File: config.mk
export PLATFORM = sky130hd
export DESIGN_NAME = led_panel_quarter_scan_driver_flat
export DESIGN_NICKNAME = d
export VERILOG_FILES = /design/src/rtl/lpqsd_pkg.sv /design/src/rtl/lpqsd_if.sv /design/src/rtl/lpqsd_sequencer.sv /design/src/rtl/lpqsd_datapath.sv /design/src/rtl/led_panel_quarter_scan_driver.sv /design/src/flat_wrapper.sv
export VERILOG_INCLUDE_DIRS = /design/src /design/src/rtl
export SDC_FILE = /design/constraint.sdc
export NUM_CORES = 1
export LEC_CHECK = 0
export BUFFER_PORTS_ARGS = -buffer_cell sky130_fd_sc_hd__buf_4
export CORE_UTILIZATION = 25
export CTS_CLUSTER_DIAMETER = 100
export CTS_CLUSTER_SIZE = 16
export DETAILED_ROUTE_END_ITERATION = 7
export HOLD_SLACK_MARGIN = 0.12
export MAX_ROUTING_LAYER = met4
export PLACE_DENSITY = 0.5
export SKIP_CTS_REPAIR_TIMING = 1
export SLEW_MARGIN = 20
export SYNTH_ARGS = -nofsm -noshare
export SYNTH_HDL_FRONTEND = slang
export SYNTH_SLANG_ARGS = --single-unit
File: constraint.sdc
create_clock -name clk -period 11.26 [get_ports clk]
set_input_delay 1.126 -clock clk [delete_from_list [all_inputs] [get_ports clk]]
set_output_delay 1.126 -clock clk [all_outputs]
set_load 0.02 [all_outputs]
File: src/rtl/led_panel_quarter_scan_driver_macros.svh
// Assertion macros shared by the quarter-scan driver modules.
`ifndef LED_PANEL_QUARTER_SCAN_DRIVER_MACROS_SVH
`define LED_PANEL_QUARTER_SCAN_DRIVER_MACROS_SVH
`ifndef NO_ASSERTIONS
`define LPQSD_ASSERT(label, prop, msg) \
  label: assert property (@(posedge clk) disable iff (rst) prop) else $error(msg);
`define LPQSD_ASSERT_RST(label, prop, msg) \
  label: assert property (@(posedge clk) prop) else $error(msg);
`else
`define LPQSD_ASSERT(label, prop, msg)
`define LPQSD_ASSERT_RST(label, prop, msg)
`endif
`endif

File: src/rtl/lpqsd_pkg.sv
// Types, constants and control store of the quarter-scan driver.
`timescale 1ns / 1ps
package lpqsd_pkg;

  localparam int PANEL_COUNT = 2;
  localparam int PANEL_ROWS  = 16;
  localparam int ROW_BYTES   = 4 * PANEL_COUNT;
  localparam int PANEL_WIDTH = 32 * PANEL_COUNT;
  localparam int STORE_BYTES = PANEL_ROWS * ROW_BYTES;
  localparam int SCAN_BYTES  = PANEL_ROWS * PANEL_COUNT;
  localparam int ADDR_W      = $clog2(STORE_BYTES);

  typedef logic [ADDR_W-1:0] addr_t;

  localparam addr_t STORE_LAST = addr_t'(STORE_BYTES - 1);
  localparam addr_t SCAN_LAST  = addr_t'(SCAN_BYTES - 1);

  localparam logic [7:0] BYTE_DARK = 8'hFF;
  localparam logic [7:0] BIT_MSB   = 8'h80;

  localparam logic [1:0] OP_SET   = 2'd0;
  localparam logic [1:0] OP_CLEAR = 2'd1;
  localparam logic [1:0] OP_SCAN  = 2'd2;

  typedef logic [2:0] step_t;

  localparam step_t STEP_IDLE   = 3'd0;
  localparam step_t STEP_SET_RD = 3'd1;
  localparam step_t STEP_SET_WR = 3'd2;
  localparam step_t STEP_CLEAR  = 3'd3;
  localparam step_t STEP_SCAN   = 3'd4;

  typedef enum logic [2:0] {
    SEQ_NEXT,
    SEQ_GOTO,
    SEQ_DISPATCH,
    SEQ_LOOP_FILL,
    SEQ_LOOP_SCAN
  } seq_t;

  typedef struct packed {
    logic  ready;
    logic  rd_rmw;
    logic  wr_rmw;
    logic  wr_fill;
    logic  scan_rd;
    seq_t  seq;
    step_t target;
  } ucode_t;

  typedef struct packed {
    logic  ready;
    logic  load_pixel;
    logic  rd_rmw;
    logic  wr_rmw;
    logic  wr_fill;
    logic  scan_load;
    logic  scan_last;
    addr_t count;
  } ctl_t;

  typedef struct packed {
    logic can_load;
    logic coord_ok;
  } stat_t;

  function automatic ucode_t ucode_rom(input step_t pc);
    ucode_t uw;
    uw = '{ready: 1'b0, rd_rmw: 1'b0, wr_rmw: 1'b0, wr_fill: 1'b0, scan_rd: 1'b0,
           seq: SEQ_GOTO, target: STEP_IDLE};
    unique case (pc)
      STEP_IDLE: begin
        uw.ready = 1'b1;
        uw.seq   = SEQ_DISPATCH;
      end
      STEP_SET_RD: begin
        uw.rd_rmw = 1'b1;
        uw.seq    = SEQ_NEXT;
      end
      STEP_SET_WR: begin
        uw.wr_rmw = 1'b1;
        uw.seq    = SEQ_GOTO;
        uw.target = STEP_IDLE;
      end
      STEP_CLEAR: begin
        uw.wr_fill = 1'b1;
        uw.seq     = SEQ_LOOP_FILL;
        uw.target  = STEP_IDLE;
      end
      STEP_SCAN: begin
        uw.scan_rd = 1'b1;
        uw.seq     = SEQ_LOOP_SCAN;
        uw.target  = STEP_IDLE;
      end
      default: begin
        uw.seq    = SEQ_GOTO;
        uw.target = STEP_IDLE;
      end
    endcase
    return uw;
  endfunction

endpackage

File: src/rtl/lpqsd_if.sv
// Command and shift-byte channel interfaces of the quarter-scan driver.
`timescale 1ns / 1ps
interface lpqsd_cmd_if;
  logic              valid;
  logic              ready;
  logic [1:0]        operation;
  logic signed [7:0] pixel_x;
  logic signed [7:0] pixel_y;
  logic              pixel_lit;

  modport source(output valid, output operation, output pixel_x, output pixel_y,
                 output pixel_lit, input ready);
  modport sink(input valid, input operation, input pixel_x, input pixel_y,
               input pixel_lit, output ready);
endinterface

interface lpqsd_shift_if;
  logic       valid;
  logic       ready;
  logic [7:0] shift_byte;
  logic [1:0] row_select;
  logic       latch_now;

  modport source(output valid, output shift_byte, output row_select, output latch_now,
                 input ready);
  modport sink(input valid, input shift_byte, input row_select, input latch_now,
               output ready);
endinterface

File: src/rtl/lpqsd_sequencer.sv
// Microcode sequencer: step counter, control store lookup and loop counter.
`timescale 1ns / 1ps
`include "led_panel_quarter_scan_driver_macros.svh"
module lpqsd_sequencer (
  input  logic              clk,
  input  logic              rst,
  input  logic              cmd_valid,
  input  logic [1:0]        operation,
  input  lpqsd_pkg::stat_t  stat,
  output lpqsd_pkg::ctl_t   ctl
);

  lpqsd_pkg::step_t  pc;
  lpqsd_pkg::step_t  pc_next;
  lpqsd_pkg::addr_t  count;
  lpqsd_pkg::addr_t  count_next;
  lpqsd_pkg::ucode_t uw;
  logic              accept;
  logic              scan_go;

  assign uw      = lpqsd_pkg::ucode_rom(pc);
  assign accept  = uw.ready && cmd_valid;
  assign scan_go = uw.scan_rd && stat.can_load;

  always_comb begin
    ctl.ready      = uw.ready;
    ctl.load_pixel = accept && (operation == lpqsd_pkg::OP_SET);
    ctl.rd_rmw     = uw.rd_rmw;
    ctl.wr_rmw     = uw.wr_rmw;
    ctl.wr_fill    = uw.wr_fill;
    ctl.scan_load  = scan_go;
    ctl.scan_last  = scan_go && (count == lpqsd_pkg::SCAN_LAST);
    ctl.count      = count;
  end

  always_comb begin
    if (accept) begin
      count_next = '0;
    end else if (uw.wr_fill || scan_go) begin
      count_next = count + 1'b1;
    end else begin
      count_next = count;
    end
  end

  always_comb begin
    pc_next = pc;
    case (uw.seq)
      lpqsd_pkg::SEQ_NEXT:  pc_next = pc + 1'b1;
      lpqsd_pkg::SEQ_GOTO:  pc_next = uw.target;
      lpqsd_pkg::SEQ_DISPATCH: begin
        if (accept) begin
          unique case (operation)
            lpqsd_pkg::OP_SET: begin
              pc_next = stat.coord_ok ? lpqsd_pkg::STEP_SET_RD : lpqsd_pkg::STEP_IDLE;
            end
            lpqsd_pkg::OP_CLEAR: pc_next = lpqsd_pkg::STEP_CLEAR;
            lpqsd_pkg::OP_SCAN:  pc_next = lpqsd_pkg::STEP_SCAN;
            default:             pc_next = lpqsd_pkg::STEP_IDLE;
          endcase
        end
      end
      lpqsd_pkg::SEQ_LOOP_FILL: begin
        if (count == lpqsd_pkg::STORE_LAST) begin
          pc_next = uw.target;
        end
      end
      lpqsd_pkg::SEQ_LOOP_SCAN: begin
        if (ctl.scan_last) begin
          pc_next = uw.target;
        end
      end
      default: pc_next = lpqsd_pkg::STEP_IDLE;
    endcase
  end

  always_ff @(posedge clk) begin
    if (rst) begin
      pc    <= lpqsd_pkg::STEP_CLEAR;
      count <= '0;
    end else begin
      pc    <= pc_next;
      count <= count_next;
    end
  end

  `LPQSD_ASSERT_RST(a_reset_starts_clear,
    rst |=> (pc == lpqsd_pkg::STEP_CLEAR && count == '0), "reset must start the clearing pass")
  `LPQSD_ASSERT(a_accept_zeroes_count, accept |=> (count == '0),
    "an accepted item must restart the loop counter")
  `LPQSD_ASSERT(a_fill_ends_idle,
    (uw.wr_fill && count == lpqsd_pkg::STORE_LAST) |=> (pc == lpqsd_pkg::STEP_IDLE),
    "the clearing pass must return to idle after the last byte")

endmodule

File: src/rtl/lpqsd_datapath.sv
// Frame store, pixel update logic, scan addressing and output register.
`timescale 1ns / 1ps
`include "led_panel_quarter_scan_driver_macros.svh"
module lpqsd_datapath (
  input  logic              clk,
  input  logic              rst,
  input  lpqsd_pkg::ctl_t   ctl,
  input  logic signed [7:0] pixel_x,
  input  logic signed [7:0] pixel_y,
  input  logic              pixel_lit,
  output lpqsd_pkg::stat_t  stat,
  output logic              out_valid,
  input  logic              out_ready,
  output logic [7:0]        shift_byte,
  output logic [1:0]        row_select,
  output logic              latch_now
);

  logic [7:0]       mem [lpqsd_pkg::STORE_BYTES];
  lpqsd_pkg::addr_t pix_addr;
  logic [7:0]       pix_mask;
  logic             pix_lit;
  logic [7:0]       rmw_byte;
  logic [1:0]       scan_phase;
  logic [3:0]       scan_line;
  lpqsd_pkg::addr_t scan_addr;
  lpqsd_pkg::addr_t new_addr;
  lpqsd_pkg::addr_t rd_addr;
  lpqsd_pkg::addr_t wr_addr;
  logic [7:0]       wr_data;
  logic             wr_en;

  assign stat.can_load = !out_valid || out_ready;
  assign stat.coord_ok = !pixel_x[7] && (pixel_x[6:0] < 7'(lpqsd_pkg::PANEL_WIDTH))
                      && !pixel_y[7] && (pixel_y[6:0] < 7'(lpqsd_pkg::PANEL_ROWS));

  assign new_addr = lpqsd_pkg::addr_t'(pixel_y[3:0])
                  * lpqsd_pkg::addr_t'(lpqsd_pkg::ROW_BYTES)
                  + lpqsd_pkg::addr_t'(pixel_x[6:3]);

  // Rows r+12, r+8, r+4 and r in turn for each column byte.
  assign scan_line = {~ctl.count[1:0], scan_phase};
  assign scan_addr = lpqsd_pkg::addr_t'(scan_line)
                   * lpqsd_pkg::addr_t'(lpqsd_pkg::ROW_BYTES)
                   + (ctl.count >> 2);

  assign rd_addr = ctl.scan_load ? scan_addr : pix_addr;
  assign wr_addr = ctl.wr_fill ? ctl.count : pix_addr;
  assign wr_en   = ctl.wr_fill || ctl.wr_rmw;

  always_comb begin
    if (ctl.wr_fill) begin
      wr_data = lpqsd_pkg::BYTE_DARK;
    end else if (pix_lit) begin
      wr_data = rmw_byte & ~pix_mask;
    end else begin
      wr_data = rmw_byte | pix_mask;
    end
  end

  always_ff @(posedge clk) begin
    if (wr_en) begin
      mem[wr_addr] <= wr_data;
    end
    if (ctl.rd_rmw) begin
      rmw_byte <= mem[rd_addr];
    end
    if (ctl.scan_load) begin
      shift_byte <= mem[rd_addr];
      row_select <= scan_phase;
      latch_now  <= ctl.scan_last;
    end
    if (ctl.load_pixel) begin
      pix_addr <= new_addr;
      pix_mask <= lpqsd_pkg::BIT_MSB >> pixel_x[2:0];
      pix_lit  <= pixel_lit;
    end
  end

  always_ff @(posedge clk) begin
    if (rst) begin
      out_valid  <= 1'b0;
      scan_phase <= '0;
    end else begin
      if (ctl.scan_load) begin
        out_valid <= 1'b1;
      end else if (out_ready) begin
        out_valid <= 1'b0;
      end
      if (ctl.scan_last) begin
        scan_phase <= scan_phase + 1'b1;
      end
    end
  end

  `LPQSD_ASSERT(a_no_rw_clash, !(ctl.scan_load && wr_en),
    "a scan read must not share a cycle with a store write")
  `LPQSD_ASSERT(a_no_overwrite, ctl.scan_load |-> (!out_valid || out_ready),
    "a waiting output byte must not be overwritten")
  `LPQSD_ASSERT(a_row_advance, ctl.scan_last |=> (scan_phase == 2'($past(scan_phase) + 2'd1)),
    "the scan row must advance after the last byte of a tick")

endmodule

File: src/rtl/led_panel_quarter_scan_driver.sv
// Top level of the quarter-scan LED panel driver.
//
// The cmd channel takes one item per operation: set pixel, clear the frame
// to dark, or scan tick. The shift channel returns one item per frame byte
// with its row select, and marks the last byte of a tick for latching.
// Neither a set pixel, on or off the panel, nor a clear returns an item.
// A scan tick reads one byte of the frame store per cycle while the shift
// receiver does not stall, so it returns 16 bytes per panel (32 for two
// panels), and the next command is taken in the cycle after the last byte
// is read. The single read port of the frame store sets this rate. A clear
// or a set pixel may be taken while the last byte of a tick still waits on
// the shift channel. When the shift receiver stalls, the scan sequence
// pauses on the waiting byte and resumes when it is taken. No byte is
// dropped or repeated.
// After reset the block runs a clearing pass over the whole frame store,
// one byte per cycle, with cmd ready held low; the scan row starts at zero.
`timescale 1ns / 1ps
module led_panel_quarter_scan_driver (
  input  logic                 clk,
  input  logic                 rst,
  lpqsd_cmd_if.sink            cmd,
  lpqsd_shift_if.source        shift
);

  lpqsd_pkg::ctl_t  ctl;
  lpqsd_pkg::stat_t stat;

  assign cmd.ready = ctl.ready;

  lpqsd_sequencer u_sequencer (
    .clk       (clk),
    .rst       (rst),
    .cmd_valid (cmd.valid),
    .operation (cmd.operation),
    .stat      (stat),
    .ctl       (ctl)
  );

  lpqsd_datapath u_datapath (
    .clk        (clk),
    .rst        (rst),
    .ctl        (ctl),
    .pixel_x    (cmd.pixel_x),
    .pixel_y    (cmd.pixel_y),
    .pixel_lit  (cmd.pixel_lit),
    .stat       (stat),
    .out_valid  (shift.valid),
    .out_ready  (shift.ready),
    .shift_byte (shift.shift_byte),
    .row_select (shift.row_select),
    .latch_now  (shift.latch_now)
  );

endmodule
File: src/flat_wrapper.sv
// flat-port wrapper written by rule: the top's interface ports become plain ports
module led_panel_quarter_scan_driver_flat 
  (clk, rst, cmd_valid, cmd_operation, cmd_pixel_x, cmd_pixel_y, cmd_pixel_lit, cmd_ready, shift_valid, shift_shift_byte, shift_row_select, shift_latch_now, shift_ready);
  lpqsd_cmd_if cmd_i ();
  lpqsd_shift_if shift_i ();
  input  logic clk;
  input  logic rst;
  input wire logic [$bits(cmd_i.valid)-1:0] cmd_valid;
  input wire logic [$bits(cmd_i.operation)-1:0] cmd_operation;
  input wire logic [$bits(cmd_i.pixel_x)-1:0] cmd_pixel_x;
  input wire logic [$bits(cmd_i.pixel_y)-1:0] cmd_pixel_y;
  input wire logic [$bits(cmd_i.pixel_lit)-1:0] cmd_pixel_lit;
  output wire logic [$bits(cmd_i.ready)-1:0] cmd_ready;
  output wire logic [$bits(shift_i.valid)-1:0] shift_valid;
  output wire logic [$bits(shift_i.shift_byte)-1:0] shift_shift_byte;
  output wire logic [$bits(shift_i.row_select)-1:0] shift_row_select;
  output wire logic [$bits(shift_i.latch_now)-1:0] shift_latch_now;
  input wire logic [$bits(shift_i.ready)-1:0] shift_ready;
  assign cmd_i.valid = cmd_valid;
  assign cmd_i.operation = cmd_operation;
  assign cmd_i.pixel_x = cmd_pixel_x;
  assign cmd_i.pixel_y = cmd_pixel_y;
  assign cmd_i.pixel_lit = cmd_pixel_lit;
  assign cmd_ready = cmd_i.ready;
  assign shift_valid = shift_i.valid;
  assign shift_shift_byte = shift_i.shift_byte;
  assign shift_row_select = shift_i.row_select;
  assign shift_latch_now = shift_i.latch_now;
  assign shift_i.ready = shift_ready;
  led_panel_quarter_scan_driver u_core (.clk(clk), .rst(rst), .cmd(cmd_i), .shift(shift_i));
endmodule
=== Yosys cells after proc, flatten, opt, wreduce, memory -nomap -nowiden ===
Memory sizes are Yosys's and may differ from the RTL's.
Index checks and enable logic that the tools add are counted.

* Flip-flop bits (word level): 48
* Bits in latches: 0
* Bits in writable memories: 1024
* Memory bits (read-only): 0
* Bits of input ports: 23
* Logic and storage cells: 77
* Memories kept: 1

{| class="wikitable"
|+ Memory list
! name !! depth !! width !! read ports !! clocked after Yosys merged registers in !! write ports !! line !! text
|-
| u_core.u_datapath.mem || 128 || 8 || 1 || 0 || 1 || lpqsd_datapath.sv:19 || <nowiki>logic [7:0] mem [lpqsd_pkg::STORE_BYTES];</nowiki>
|}

* $add $sub $neg: 5
* Multipliers: 0
* Div/mod/pow operators: 0
* Magnitude comparators: 2
* Eq/ne operators: 14
* Shifts and indexed selects: 1
* Mux-type cells: 20
* Bitwise gates (word level): 4
* Reduce and logical (&&, ||, !) cells: 19

{| class="wikitable"
|+ Operators with widths
! kind !! number
|-
| $pmux 3 s4 || 2
|-
| $mux 8 || 2
|-
| $mux 7 || 2
|-
| $eq 3x2->1 const B || 4
|-
| $mux 1 || 10
|-
| $mux 3 || 3
|-
| $pmux 3 s3 || 1
|-
| $and 8x8->8 || 1
|-
| $not 8->8 || 1
|-
| $or 8x8->8 || 1
|-
| $shr 8x3->8 const A || 1
|-
| $add 7x1->7 const B || 1
|-
| $add 7x4->7 || 1
|-
| $add 7x5->7 || 1
|-
| $eq 7x5->1 const B || 1
|-
| $eq 7x7->1 const B || 1
|-
| $logic_and 1x1->1 || 7
|-
| $lt 7x5->1 const B || 1
|-
| $lt 7x7->1 const B || 1
|-
| $eq 3x3->1 const B || 2
|-
| $logic_not 3->1 || 2
|-
| $ne 2x2->1 const B || 3
|-
| $add 3x1->3 const B || 1
|-
| $eq 3x1->1 const B || 1
|-
| 10 further kinds || 14
|}

=== Logic depth before layout (Yosys ltp) ===
Gate-level depths: netlist (run 1).

* Depth in word-level cells: 8
* Gate-level depth with buffers: 15
* Depth with buffers taken out: 11

=== By module ===
From an unflattened synthesis (run 1), not the netlist that was laid out.

* Cells, all modules: 2146
* Area total of the unflattened synthesis: 42214.2 sq um

{| class="wikitable"
|+ By module, submodules not included
! module !! times used !! cells an instance !! area an instance (sq um) !! sequential area each (sq um)
|-
| lpqsd_datapath || 1 || 2070 || 41528.6 || 31860.6
|-
| lpqsd_sequencer || 1 || 76 || 685.7 || 200.2
|}

=== Least setup slack after synthesis (run 1) ===
No wires, ideal clock.

* Path type: register -> register
* Start point: register u_core.u_sequencer.pc[0]
* End point: memory u_core.u_datapath.mem[0][0], data pin
* Setup time: 0.552 ns
* Arrival: 3.285 ns
* Setup slack: 7.423 ns
* Stages on the path, launching flop included: 7
* Path buffers: 3
* Cell sequence: dfxtp_1 > ha_1 > ha_1 > clkbuf_1 > clkbuf_1 > clkbuf_1 > nand2b_1

* Longest elaborated chain between the ends: 3

{| class="wikitable"
|+ RTL lines
! item !! line !! text
|-
| start, declared || lpqsd_sequencer.sv:13 || <nowiki>lpqsd_pkg::step_t pc;</nowiki>
|-
| start signal, assigned || lpqsd_sequencer.sv:79 || <nowiki>pc <= lpqsd_pkg::STEP_CLEAR;</nowiki>
|-
| start signal, assigned || lpqsd_sequencer.sv:82 || <nowiki>pc <= pc_next;</nowiki>
|-
| $eq 3x2->1 || lpqsd_pkg.sv:71 || <nowiki>unique case (pc)</nowiki>
|-
| $mux 1 || lpqsd_pkg.sv:71 ||
|-
| $mux 8 || lpqsd_datapath.sv:52 || <nowiki>if (ctl.wr_fill) begin</nowiki>
|-
| net u_core.u_datapath.wr_data[0] || lpqsd_datapath.sv:30 || <nowiki>logic [7:0] wr_data;</nowiki>
|-
| end, declared || lpqsd_datapath.sv:19 ||
|}

The timed path passes the listed nets, and every way through them passes these cells.

=== Worst setup path after layout (run 1) ===
* Start point: register u_core.u_sequencer.pc[0]
* End point: register u_core.u_datapath.shift_byte[2], read port of u_core.u_datapath.mem, data pin

* Longest elaborated chain between the ends: 5

{| class="wikitable"
|+ RTL lines
! item !! line !! text
|-
| $eq 3x3->1 || lpqsd_pkg.sv:71 ||
|-
| $mux 1 || lpqsd_pkg.sv:71 ||
|-
| $logic_and 1x1->1 || lpqsd_sequencer.sv:23 || <nowiki>assign scan_go = uw.scan_rd && stat.can_load;</nowiki>
|-
| $mux 7 || lpqsd_datapath.sv:47 || <nowiki>assign rd_addr = ctl.scan_load ? scan_addr : pix_addr;</nowiki>
|-
| $mem_v2 128x8 || - ||
|-
| end, declared || lpqsd_datapath.sv:14 || <nowiki>output logic [7:0] shift_byte,</nowiki>
|}

No other way between the ends.
A chain may end at the register's enable or synchronous reset.

==> results of run 1 <==
==> critical path, delay by kind of cell, from the launching register on <==
family,cells,cell delay [ns]
adder cells (fa/ha/maj),1,0.28
buffers and inverters,3,1.06
AO/OA/AOI/OAI,2,0.79
flip-flops,1,0.37
AND/OR/NAND/NOR,6,2.55
==> cells in the mapped netlist (all sizes together), types with 4 or more instances <==
master      n
edfxtp   1059
nand2     347
a211oi    250
and3      224
nor2      166
clkbuf    118
mux2i     103
buf        79
nand3      58
or4        48
a21oi      38
a32o       36
a31oi      33
nor3       33
o21ai      33
o22ai      29
mux4       24
nor4       23
a311oi     20
a22oi      16
inv        15
nand2b     15
a32oi      13
dfxtp      13
nand4      11
ha         10
o221ai     10
a2111oi     9
a211o       9
xnor2       8
nor2b       5
nor3b       5
xor2        5
o211ai      4
==> metrics by stage <==
stage	utilization, %	worst slack, ns	std cells	power [mW]
after global routing	28.1	5.61	5196	7.17
final	28.1	5.81	5196	6.99
after detailed placement	26.9	5.46	5101	4.47
after floorplan	-	7.42	2903	4.43
after global placement	26.9	5.56	5101	4.47
after CTS	28.1	5.90	5191	7.04
==> state kept, by name (all words and copies together) (netlist names) <==
signal,flops
u_core.u_datapath.pix_lit,1
u_core.u_datapath.out_valid,1
u_core.u_datapath.shift_byte,8
u_core.u_datapath.latch_now,1
u_core.u_datapath.scan_phase,2
u_core.u_datapath.row_select,2
u_core.u_datapath.pix_addr,7
u_core.u_sequencer.pc,3
u_core.u_datapath.mem,1024
u_core.u_datapath.pix_mask,8
u_core.u_datapath.rmw_byte,8
u_core.u_sequencer.count,7
==> cells by family (layout without fill, tap and decap cells) <==
| logic type | Yosys count | after routing |
|---|---|---|
| AND/OR/NAND/NOR | 943 | 943 |
| other | 0 | 4 |
| flip-flops | 1072 | 1072 |
| AO/OA/AOI/OAI | 522 | 522 |
| buffers and inverters | 212 | 191 |
| XOR/XNOR | 13 | 13 |
| adder cells (fa/ha/maj) | 11 | 11 |
| multiplexers | 130 | 130 |
==> final cells by class <==
cell class,count,share of cell area (%)
inverters,15,0.116
multi-input cells,1619,21.9
clock buffers,83,4.08
diodes,4,0.0207
flip-flops and latches,1072,66.3
repair buffers,86,1.40
well taps,2310,5.98
clock inverters,7,0.215
==> per-layer routing <==
layer / up-vias / part of all wire, % / global-route usage (%)
met5: - / 0 / -
met4: 0 / 2.8 / 4.65
met3: 142 / 6.0 / 2.14
met2: 810 / 47 / 22.8
met1: 13200 / 44 / 19.6
li1: 11300 / - / -
==> worst min-delay path by stage <==
stage	slack, ns	to	startpoint	depth (start not counted)
6_report	0.48	u_core.u_datapath.row_select[1]$_DFFE_PP_	u_core.u_datapath.scan_phase[1]$_SDFFE_PP0P_	0
5_1_grt	0.50	u_core.u_datapath.row_select[1]$_DFFE_PP_	u_core.u_datapath.scan_phase[1]$_SDFFE_PP0P_	0
4_1_cts	0.48	u_core.u_datapath.row_select[1]$_DFFE_PP_	u_core.u_datapath.scan_phase[1]$_SDFFE_PP0P_	0
3_5_place_dp	0.46	u_core.u_datapath.row_select[1]$_DFFE_PP_	u_core.u_datapath.scan_phase[1]$_SDFFE_PP0P_	0
3_3_place_gp	0.47	u_core.u_datapath.row_select[1]$_DFFE_PP_	u_core.u_datapath.scan_phase[1]$_SDFFE_PP0P_	0
2_1_floorplan	0.44	u_core.u_datapath.row_select[1]$_DFFE_PP_	u_core.u_datapath.scan_phase[1]$_SDFFE_PP0P_	0
==> power breakdown <==
part           internal, mW  total [mW]  switching, mW
clock network          1.27        2.61           1.35
logic                0.0123      0.0540         0.0417
registers              4.32        4.32        0.00389
total                  5.60        6.99           1.39
==> flow_metrics.env, run 1 <==
export IMPL_status="finished, final reports clean"
export IMPL_tightestPinTransition_ns=1.28
export IMPL_worst_r2r_path_depth=12
export IMPL_ys_ff_latch=1072
export IMPL_final_nets=2905
export IMPL_setup_viol_count_final=0
export IMPL_synthFlopType="edfxtp_1"
export IMPL_synth_top_area_cell="edfxtp_1"
export IMPL_syn_area_per_cell_um2=15.0
export IMPL_cts_buffers_inserted=77
export IMPL_coreArea_um2=172000
export IMPL_fin_skew_ns=0.0350
export IMPL_dieArea_um2=175000
export IMPL_synth_compound_area_share_pct=8.94
export IMPL_tns_ns=0
export IMPL_clkSinkCount=1072
export IMPL_fmax_mhz=184
export IMPL_die_w_um=419
export IMPL_port_buffers=35
export IMPL_routed_wl_um=128000
export IMPL_async_flop_share_pct=0
export IMPL_rrSetupSlack_ns=5.81
export IMPL_start_kind="flip-flop"
export IMPL_crit_end="u_core.u_datapath.shift_byte[2]$_DFFE_PP_"
export IMPL_max_stage_delay_ns=0.77
export IMPL_pin_count=36
export IMPL_synthAdderAreaFrac_pct=0.334
export IMPL_synth_edf_count=1059
export IMPL_layout_commonest_cell="edfxtp_1"
export IMPL_antenna_found_initial=8
export IMPL_syn_num_nets=2937
export IMPL_slew_headroom_pct=14.4
export IMPL_ir_drop_mv=0.115
export IMPL_path_class="flip-flop to flip-flop"
export IMPL_yosysWarningCount=0
export IMPL_initial_core_util_pct=25.2
export IMPL_layout_drive_gt1_share_pct=8.43
export IMPL_final_area_um2=48400
export IMPL_r2r_end="u_core.u_datapath.shift_byte[2]$_DFFE_PP_"
export IMPL_syn_to_final_growth_pct=11.4
export IMPL_synth_top_family_by_area="simple AND/OR/NAND/NOR gates"
export IMPL_synth_simple_area_share_pct=10.6
export IMPL_rsz0062_at_grt="no"
export IMPL_netlist_area_um2=43400
export IMPL_seqCellArea_um2=32100
export IMPL_critical_path_required_ns=11.62
export IMPL_endpoint_kind="flip-flop"
export IMPL_layout_common_cells="1059 x edfxtp_1, 342 x nand2_1, 248 x a211oi_1"
export IMPL_first_pass_iters=5
export IMPL_clk_latency_ns=0.67
export IMPL_drcViolationCount=0
export IMPL_cp_data_arrival_time_ns=5.81
export IMPL_cp_max_fo=47
export IMPL_viasPerCell=4.91
export IMPL_hold_viol=0
export IMPL_clockRootBuffer="clkbuf_16"
export IMPL_clk_pin_slew_worst_paths_ns=0.07
export IMPL_n_fill_cell=17400
export IMPL_grt_pass1_vias=24700
export IMPL_cts_tree="yes"
export IMPL_grt_first_pass_wirelength_um=183000
export IMPL_power_density_nw_per_um2=145
export IMPL_synth_distinct_cells=73
export IMPL_dpl_cell_area_um2=46200
export IMPL_ys_seq_area_share_pct=73.9
export IMPL_rows=152
export IMPL_leakage_nw=17.6
export IMPL_gp_congestion=0.845
export IMPL_syn_instance_count=2903
export IMPL_ant_nets=0
export IMPL_clockBufferDepth=3
export IMPL_vias=25500
export IMPL_routedWlPerCell_um=24.5
export IMPL_detailed_place_hpwl_um=76200
export IMPL_gr_total_overflow=0
export IMPL_synthXorXnorAreaFrac_pct=0.262
export IMPL_crit_start="u_core.u_sequencer.pc[0]$_SDFFE_PP1P_"
export IMPL_drv_slew=0
export IMPL_drt_iter0_drc=2718
export IMPL_htree_levels=3
export IMPL_cp_slowest_cell="nor4_1"
export IMPL_holdWs_ns=0.484
export IMPL_post_route_period_util_pct=48.4
export IMPL_hold_class="flip-flop to flip-flop"
export IMPL_multi_input_comb_area_um2=10600
export IMPL_crit_chain="inv_1, ha_1, nand2_2, o21ai_1, nand2_2, buf_4, nor2_2, buf_4, a32o_1, nor3_1, nor4_1, nand4_1"
export IMPL_grt_max_degree=112
export IMPL_die_h_um=419
export IMPL_yosys_top_cells_area="edfxtp_1 73%, a211oi_1 4.3%, and3_1 3.2%, nand2_1 3.0%, mux2i_1 2.4%"
export IMPL_finalCriticalPeriod_ns=5.45
export IMPL_netlist_area_leader_share_pct=73.3
export IMPL_drv_cap=0
export IMPL_track_usage_pct=14.7
export IMPL_r2r_start="u_core.u_sequencer.pc[0]$_SDFFE_PP1P_"
export IMPL_synthMuxAreaShare_pct=3.72
No activity file was read; power rests on OpenSTA's default activity.
==> run 2, diff against run 1 <==
--- a/config.mk
+++ b/config.mk
@@ -13,7 +13,7 @@
 export DETAILED_ROUTE_END_ITERATION = 7
 export HOLD_SLACK_MARGIN = 0.12
 export MAX_ROUTING_LAYER = met4
-export PLACE_DENSITY = 0.5
+export PLACE_DENSITY = 0.52
 export SKIP_CTS_REPAIR_TIMING = 1
 export SLEW_MARGIN = 20
 export SYNTH_ARGS = -nofsm -noshare
==> constraint.sdc (replaced) <==
create_clock -name clk -period 4.6 [get_ports clk]
set_input_delay 0.46 -clock clk [delete_from_list [all_inputs] [get_ports clk]]
set_output_delay 0.46 -clock clk [all_outputs]
set_load 0.02 [all_outputs]
==> run 2 against run 1 <==
Sequential share of layout area down 1.5 points; via count grew 2.2%; wire length fell by 0.12%; total power grew 140%.
==> flow_metrics.env, run 2 (same netlist as run 1, synthesis figures left out) <==
export IMPL_status="finished, final reports clean"
export IMPL_path_class="flip-flop to flip-flop"
export IMPL_clkSinkCount=1072
export IMPL_regMostFlops="u_core.u_datapath.mem"
export IMPL_routed_wl_um=127000
export IMPL_start_kind="flip-flop"
export IMPL_fmax_mhz=233
export IMPL_routedWlPerCell_um=24.0
export IMPL_layout_commonest_cell="edfxtp_1"
export IMPL_dieArea_um2=175000
export IMPL_fin_ws_ns=0.304
export IMPL_htree_levels=3
export IMPL_first_pass_iters=5
export IMPL_drv_slew=0
export IMPL_power_switching_mw=3.40
export IMPL_final_nets=3015
export IMPL_holdWs_ns=0.143
export IMPL_clk_latency_ns=0.68
export IMPL_power_density_nw_per_um2=345
export IMPL_cts_tree="yes"
export IMPL_pin_count=36
export IMPL_rows=152
export IMPL_finalCriticalPeriod_ns=4.30
export IMPL_slew_headroom_pct=23.4
export IMPL_vias=26100
export IMPL_grt_pass1_vias=25200
export IMPL_multi_input_comb_area_um2=10600
export IMPL_detailed_place_hpwl_um=79200
export IMPL_grt_first_pass_wirelength_um=184000
export IMPL_power_frac_comb_pct=0.9
export IMPL_coreArea_um2=172000
export IMPL_setup_viol_count_final=0
export IMPL_grt_max_degree=142
export IMPL_drt_iter0_drc=2910
export IMPL_layout_drive_gt1_share_pct=11.0
export IMPL_cts_buffers_inserted=76
export IMPL_ant_nets=0
export IMPL_post_route_period_util_pct=93.4
export IMPL_leakage_nw=18.2
export IMPL_hold_viol=0
export IMPL_p_int_mw=13.7
export IMPL_initial_core_util_pct=25.2
export IMPL_drcViolationCount=0
export IMPL_fin_skew_ns=0.0305
export IMPL_n_fill_cell=17200
export IMPL_layout_common_cells="1059 x edfxtp_1, 343 x nand2_1, 248 x a211oi_1"
export IMPL_viasPerCell=4.91
export IMPL_endpoint_kind="flip-flop"
export IMPL_critical_path_required_ns=5.01
export IMPL_clockBufferDepth=3
export IMPL_track_usage_pct=14.6
export IMPL_rsz0062_at_grt="no"
export IMPL_cp_max_fo=12
export IMPL_pre_cts_ws_ns=0.184
export IMPL_tightestPinTransition_ns=1.14
export IMPL_largest_register_ffs=1024
export IMPL_seqCellArea_um2=32100
export IMPL_tns_ns=0
export IMPL_pwr_share_seq_pct=62.0
export IMPL_sw_frac_of_total_pct=19.9
export IMPL_clockRootBuffer="clkbuf_16"
export IMPL_die_h_um=419
export IMPL_syn_to_final_growth_pct=14.0
export IMPL_port_buffers=35
export IMPL_antenna_found_initial=4
export IMPL_die_w_um=419
export IMPL_gr_total_overflow=0
export IMPL_pwr_share_clk_pct=37.1
export IMPL_hold_class="input port to flip-flop"
export IMPL_drv_cap=0
export IMPL_gp_congestion=0.865
export IMPL_clk_pin_slew_worst_paths_ns=0.08
export IMPL_cp_data_arrival_time_ns=4.70
export IMPL_ir_drop_mv=0.258
==> run 2: final cells by class <==
class,instances,share of cell area (%)
timing repair buffer,197,3.75
clock buffer,92,4.05
multi-input combinational,1619,21.3
clock inverter,5,0.104
inverter,15,0.114
antenna,5,0.0253
tap,2310,5.84
sequential,1072,64.8
==> run 2: worst paths after layout <==
check,startpoint,to,slack [ns],cells past startpoint
setup / recovery,u_core.u_sequencer.pc[0]$_SDFFE_PP1P_,u_core.u_datapath.rmw_byte[3]$_DFFE_PN_,0.30,12
hold / removal,cmd_operation[1],u_core.u_datapath.pix_addr[0]$_DFFE_PP_,0.14,2
setup reg to reg,u_core.u_sequencer.pc[0]$_SDFFE_PP1P_,u_core.u_datapath.rmw_byte[3]$_DFFE_PN_,0.30,12
hold reg to reg,u_core.u_datapath.scan_phase[1]$_SDFFE_PP0P_,u_core.u_datapath.row_select[1]$_DFFE_PP_,0.52,0
==> run 2: worst max-delay path, cell delays in order, from the launching register on <==
cell and delay (ns):
dfxtp_1 0.44, inv_1 0.14, ha_1 0.28, and2_4 0.23
nand2_1 0.30, inv_2 0.06, and3_1 0.21, o21ai_2 0.69
buf_4 0.29, a21oi_1 0.05, a2111oi_0 0.82, a211o_1 0.37
nand4_1 0.14
==> run 2: power by group through the flow <==
stage	Sequential, mW	Clock (mW)	Combinational, mW
floorplan	10.8	0	0.0576
global placement	10.8	0	0.142
detailed placement	10.8	0	0.144
CTS	10.6	6.45	0.145
global route	10.6	6.78	0.160
finish	10.6	6.35	0.154
==> run 2: layer usage <==
layer / wire length (um) / GRT usage, % / vias to the layer above
li1: - / - / 11600
met1: 57800 / 20.2 / 13500
met2: 59200 / 22.5 / 840
met3: 7000 / 1.79 / 180
met4: 3310 / 4.03 / 0
met5: 0 / - / -
==> run 2: per-stage QoR <==
| step | cells | power, mW | instance area, um2 | utilization, % |
|---|---|---|---|---|
| after global routing | 5313 | 17.5 | 49500 | 28.7 |
| final | 5315 | 17.1 | 49500 | 28.7 |
| after detailed placement | 5203 | 10.9 | 47300 | 27.5 |
| after floorplan | 2903 | 10.9 | 43400 | - |
| after global placement | 5203 | 10.9 | 47300 | 27.5 |
| after CTS | 5300 | 17.2 | 49400 | 28.7 |
==> run 3, diff against run 2 <==
--- a/config.mk
+++ b/config.mk
@@ -7,13 +7,13 @@
 export NUM_CORES = 1
 export LEC_CHECK = 0
 export BUFFER_PORTS_ARGS = -buffer_cell sky130_fd_sc_hd__buf_4
-export CORE_UTILIZATION = 25
+export CORE_UTILIZATION = 51
 export CTS_CLUSTER_DIAMETER = 100
 export CTS_CLUSTER_SIZE = 16
 export DETAILED_ROUTE_END_ITERATION = 7
 export HOLD_SLACK_MARGIN = 0.12
 export MAX_ROUTING_LAYER = met4
-export PLACE_DENSITY = 0.52
+export PLACE_DENSITY = 0.81
 export SKIP_CTS_REPAIR_TIMING = 1
 export SLEW_MARGIN = 20
 export SYNTH_ARGS = -nofsm -noshare
==> run 3 against run 2 <==
Flip-flop and latch count did not move; critical endpoint is now u_core.u_datapath.shift_byte[0]$_DFFE_PP_; die area decreased by 51%; count of clock-buffer cells in the layout did not move; total power is 1.1% lower; register-to-register slack lost 0.13 ns; sequential power hardly changed.
==> flow_metrics.env, run 3 (same netlist as run 1, synthesis figures left out) <==
export IMPL_clockRootBuffer="clkbuf_16"
export IMPL_grt_max_degree=108
export IMPL_drv_slew=0
export IMPL_clk_pin_slew_worst_paths_ns=0.08
export IMPL_max_stage_delay_ns=0.92
export IMPL_dp_cells=3997
export IMPL_vias=26700
export IMPL_syn_to_final_growth_pct=9.67
export IMPL_critical_path_required_ns=4.96
export IMPL_coreArea_um2=84000
export IMPL_drcViolationCount=0
export IMPL_hold_depth=2
export IMPL_layout_commonest_cell="edfxtp_1"
export IMPL_cp_data_arrival_time_ns=4.78
export IMPL_cp_slowest_cell="nor4_1"
export IMPL_worst_r2r_path_depth=11
export IMPL_rrSetupSlack_ns=0.17
export IMPL_final_nets=2983
export IMPL_rows=106
export IMPL_port_buffers=35
export IMPL_die_w_um=294
export IMPL_gr_total_overflow=0
export IMPL_tightestPinTransition_ns=1.07
export IMPL_start_kind="flip-flop"
export IMPL_layout_common_cells="1059 x edfxtp_1, 343 x nand2_1, 248 x a211oi_1"
export IMPL_dieArea_um2=86300
export IMPL_clk_latency_ns=0.67
export IMPL_first_pass_iters=6
export IMPL_clockBufferDepth=3
export IMPL_grt_first_pass_wirelength_um=162000
export IMPL_hold_class="input port to flip-flop"
export IMPL_ant_nets=0
export IMPL_detailed_place_hpwl_um=67800
export IMPL_die_h_um=294
export IMPL_hold_viol=0
export IMPL_pre_cts_ws_ns=0.205
export IMPL_cts_tree="yes"
export IMPL_routedWlPerCell_um=26.9
export IMPL_r2r_start="u_core.u_sequencer.pc[0]$_SDFFE_PP1P_"
export IMPL_fmax_mhz=226
export IMPL_n_fill_cell=6133
export IMPL_r2r_end="u_core.u_datapath.shift_byte[0]$_DFFE_PP_"
export IMPL_fin_skew_ns=0.0419
export IMPL_fin_cells=4102
export IMPL_initial_core_util_pct=51.7
export IMPL_ir_drop_mv=0.229
export IMPL_fin_ws_ns=0.175
export IMPL_pin_count=36
export IMPL_tns_ns=0
export IMPL_leakage_nw=18.1
export IMPL_clkSinkCount=1072
export IMPL_status="finished, final reports clean"
export IMPL_min_from="cmd_pixel_y[3]"
export IMPL_antenna_found_initial=2
export IMPL_final_area_um2=47600
export IMPL_drt_iter0_drc=4087
export IMPL_crit_chain="inv_1, ha_1, nand2_2, o21ai_1, o211ai_2, buf_4, a211oi_1, or4_1, o22ai_1, nor4_1, nand4_1"
export IMPL_path_class="flip-flop to flip-flop"
export IMPL_routed_wl_um=110000
export IMPL_track_usage_pct=26.1
export IMPL_cp_max_fo=11
export IMPL_path_buf_inv=2
export IMPL_layout_drive_gt1_share_pct=10.1
export IMPL_hold_path_end="u_core.u_datapath.pix_addr[6]$_DFFE_PP_"
export IMPL_grt_pass1_vias=25800
export IMPL_cts_buffers_inserted=76
export IMPL_endpoint_kind="flip-flop"
export IMPL_critical_path_top_delay_family="simple AND/OR/NAND/NOR gates"
export IMPL_setup_viol_count_final=0
export IMPL_dpl_cell_area_um2=45400
export IMPL_slew_headroom_pct=28.6
export IMPL_htree_levels=3
export IMPL_rsz0062_at_grt="no"
export IMPL_post_route_period_util_pct=96.2
export IMPL_viasPerCell=6.51
export IMPL_largest_register_ffs=1024
export IMPL_power_density_nw_per_um2=355
export IMPL_finalCriticalPeriod_ns=4.43
export IMPL_regMostFlops="u_core.u_datapath.mem"
export IMPL_holdWs_ns=0.115
export IMPL_drv_cap=0
export IMPL_gp_congestion=1.02
[run 3: cell count changes in the layout (fill, tap and decap cells not counted), sizes merged]
cell         previous run  this run
inv                    19        16
buf                   187       160
clkinv                  1         3
diode                   5         1
dlygate4sd3            10         5
[run 3: report_power, final]
group / switching, mW / leakage [nW] / internal (mW)
Clock: 3.11 / 1.00 / 3.06
Sequential: 0.0107 / 12.4 / 10.6
Combinational: 0.0948 / 4.70 / 0.0378
Total: 3.21 / 18.1 / 13.7
[run 3: per-layer routing]
layer	global-route usage [%]	vias to the layer above	part of all wire, %
met5	-	-	0
met4	11.2	0	4.3
met3	5.85	281	12
met2	40.2	1743	47
met1	33.3	13200	37
li1	-	11500	-
[run 3: area by class of cell]
class	instances	area, um2	share of cell area [%]
Timing Repair Buffer	165	1500	3.14
Clock inverter	4	57.6	0.121
Multi-Input combinational cell	1619	10500	22.1
Inverter	15	56.3	0.118
Antenna cell	1	2.50	0.00526
Tap cell	1134	1420	2.98
Sequential cell	1072	32100	67.3
Clock buffer	92	2000	4.21
[run 3: through the flow]
step | util [%] | power [mW]
3_3_place_gp | 54.1 | 10.9
5_1_grt | 56.7 | 17.2
4_1_cts | 56.6 | 16.9
3_5_place_dp | 54.1 | 10.9
2_1_floorplan | - | 10.9
6_report | 56.7 | 16.9
[run 3: worst max-delay path by stage]
| stage | startpoint | slack, ns | end | cells after the start |
|---|---|---|---|---|
| finish | u_core.u_sequencer.pc[0]$_SDFFE_PP1P_ | 0.17 | u_core.u_datapath.shift_byte[0]$_DFFE_PP_ | 11 |
| detailed placement | shift_ready | 0.21 | u_core.u_datapath.rmw_byte[2]$_DFFE_PN_ | 11 |
| CTS | u_core.u_sequencer.pc[0]$_SDFFE_PP1P_ | 0.21 | u_core.u_datapath.rmw_byte[2]$_DFFE_PN_ | 12 |
| global placement | shift_ready | 0.34 | u_core.u_datapath.rmw_byte[2]$_DFFE_PN_ | 11 |
| global route | u_core.u_sequencer.pc[0]$_SDFFE_PP1P_ | 0.06 | u_core.u_datapath.rmw_byte[2]$_DFFE_PN_ | 11 |
| floorplan | u_core.u_sequencer.pc[0]$_SDFFE_PP1P_ | 0.76 | u_core.u_datapath.mem[0][0]$_DFFE_PP_ | 6 |
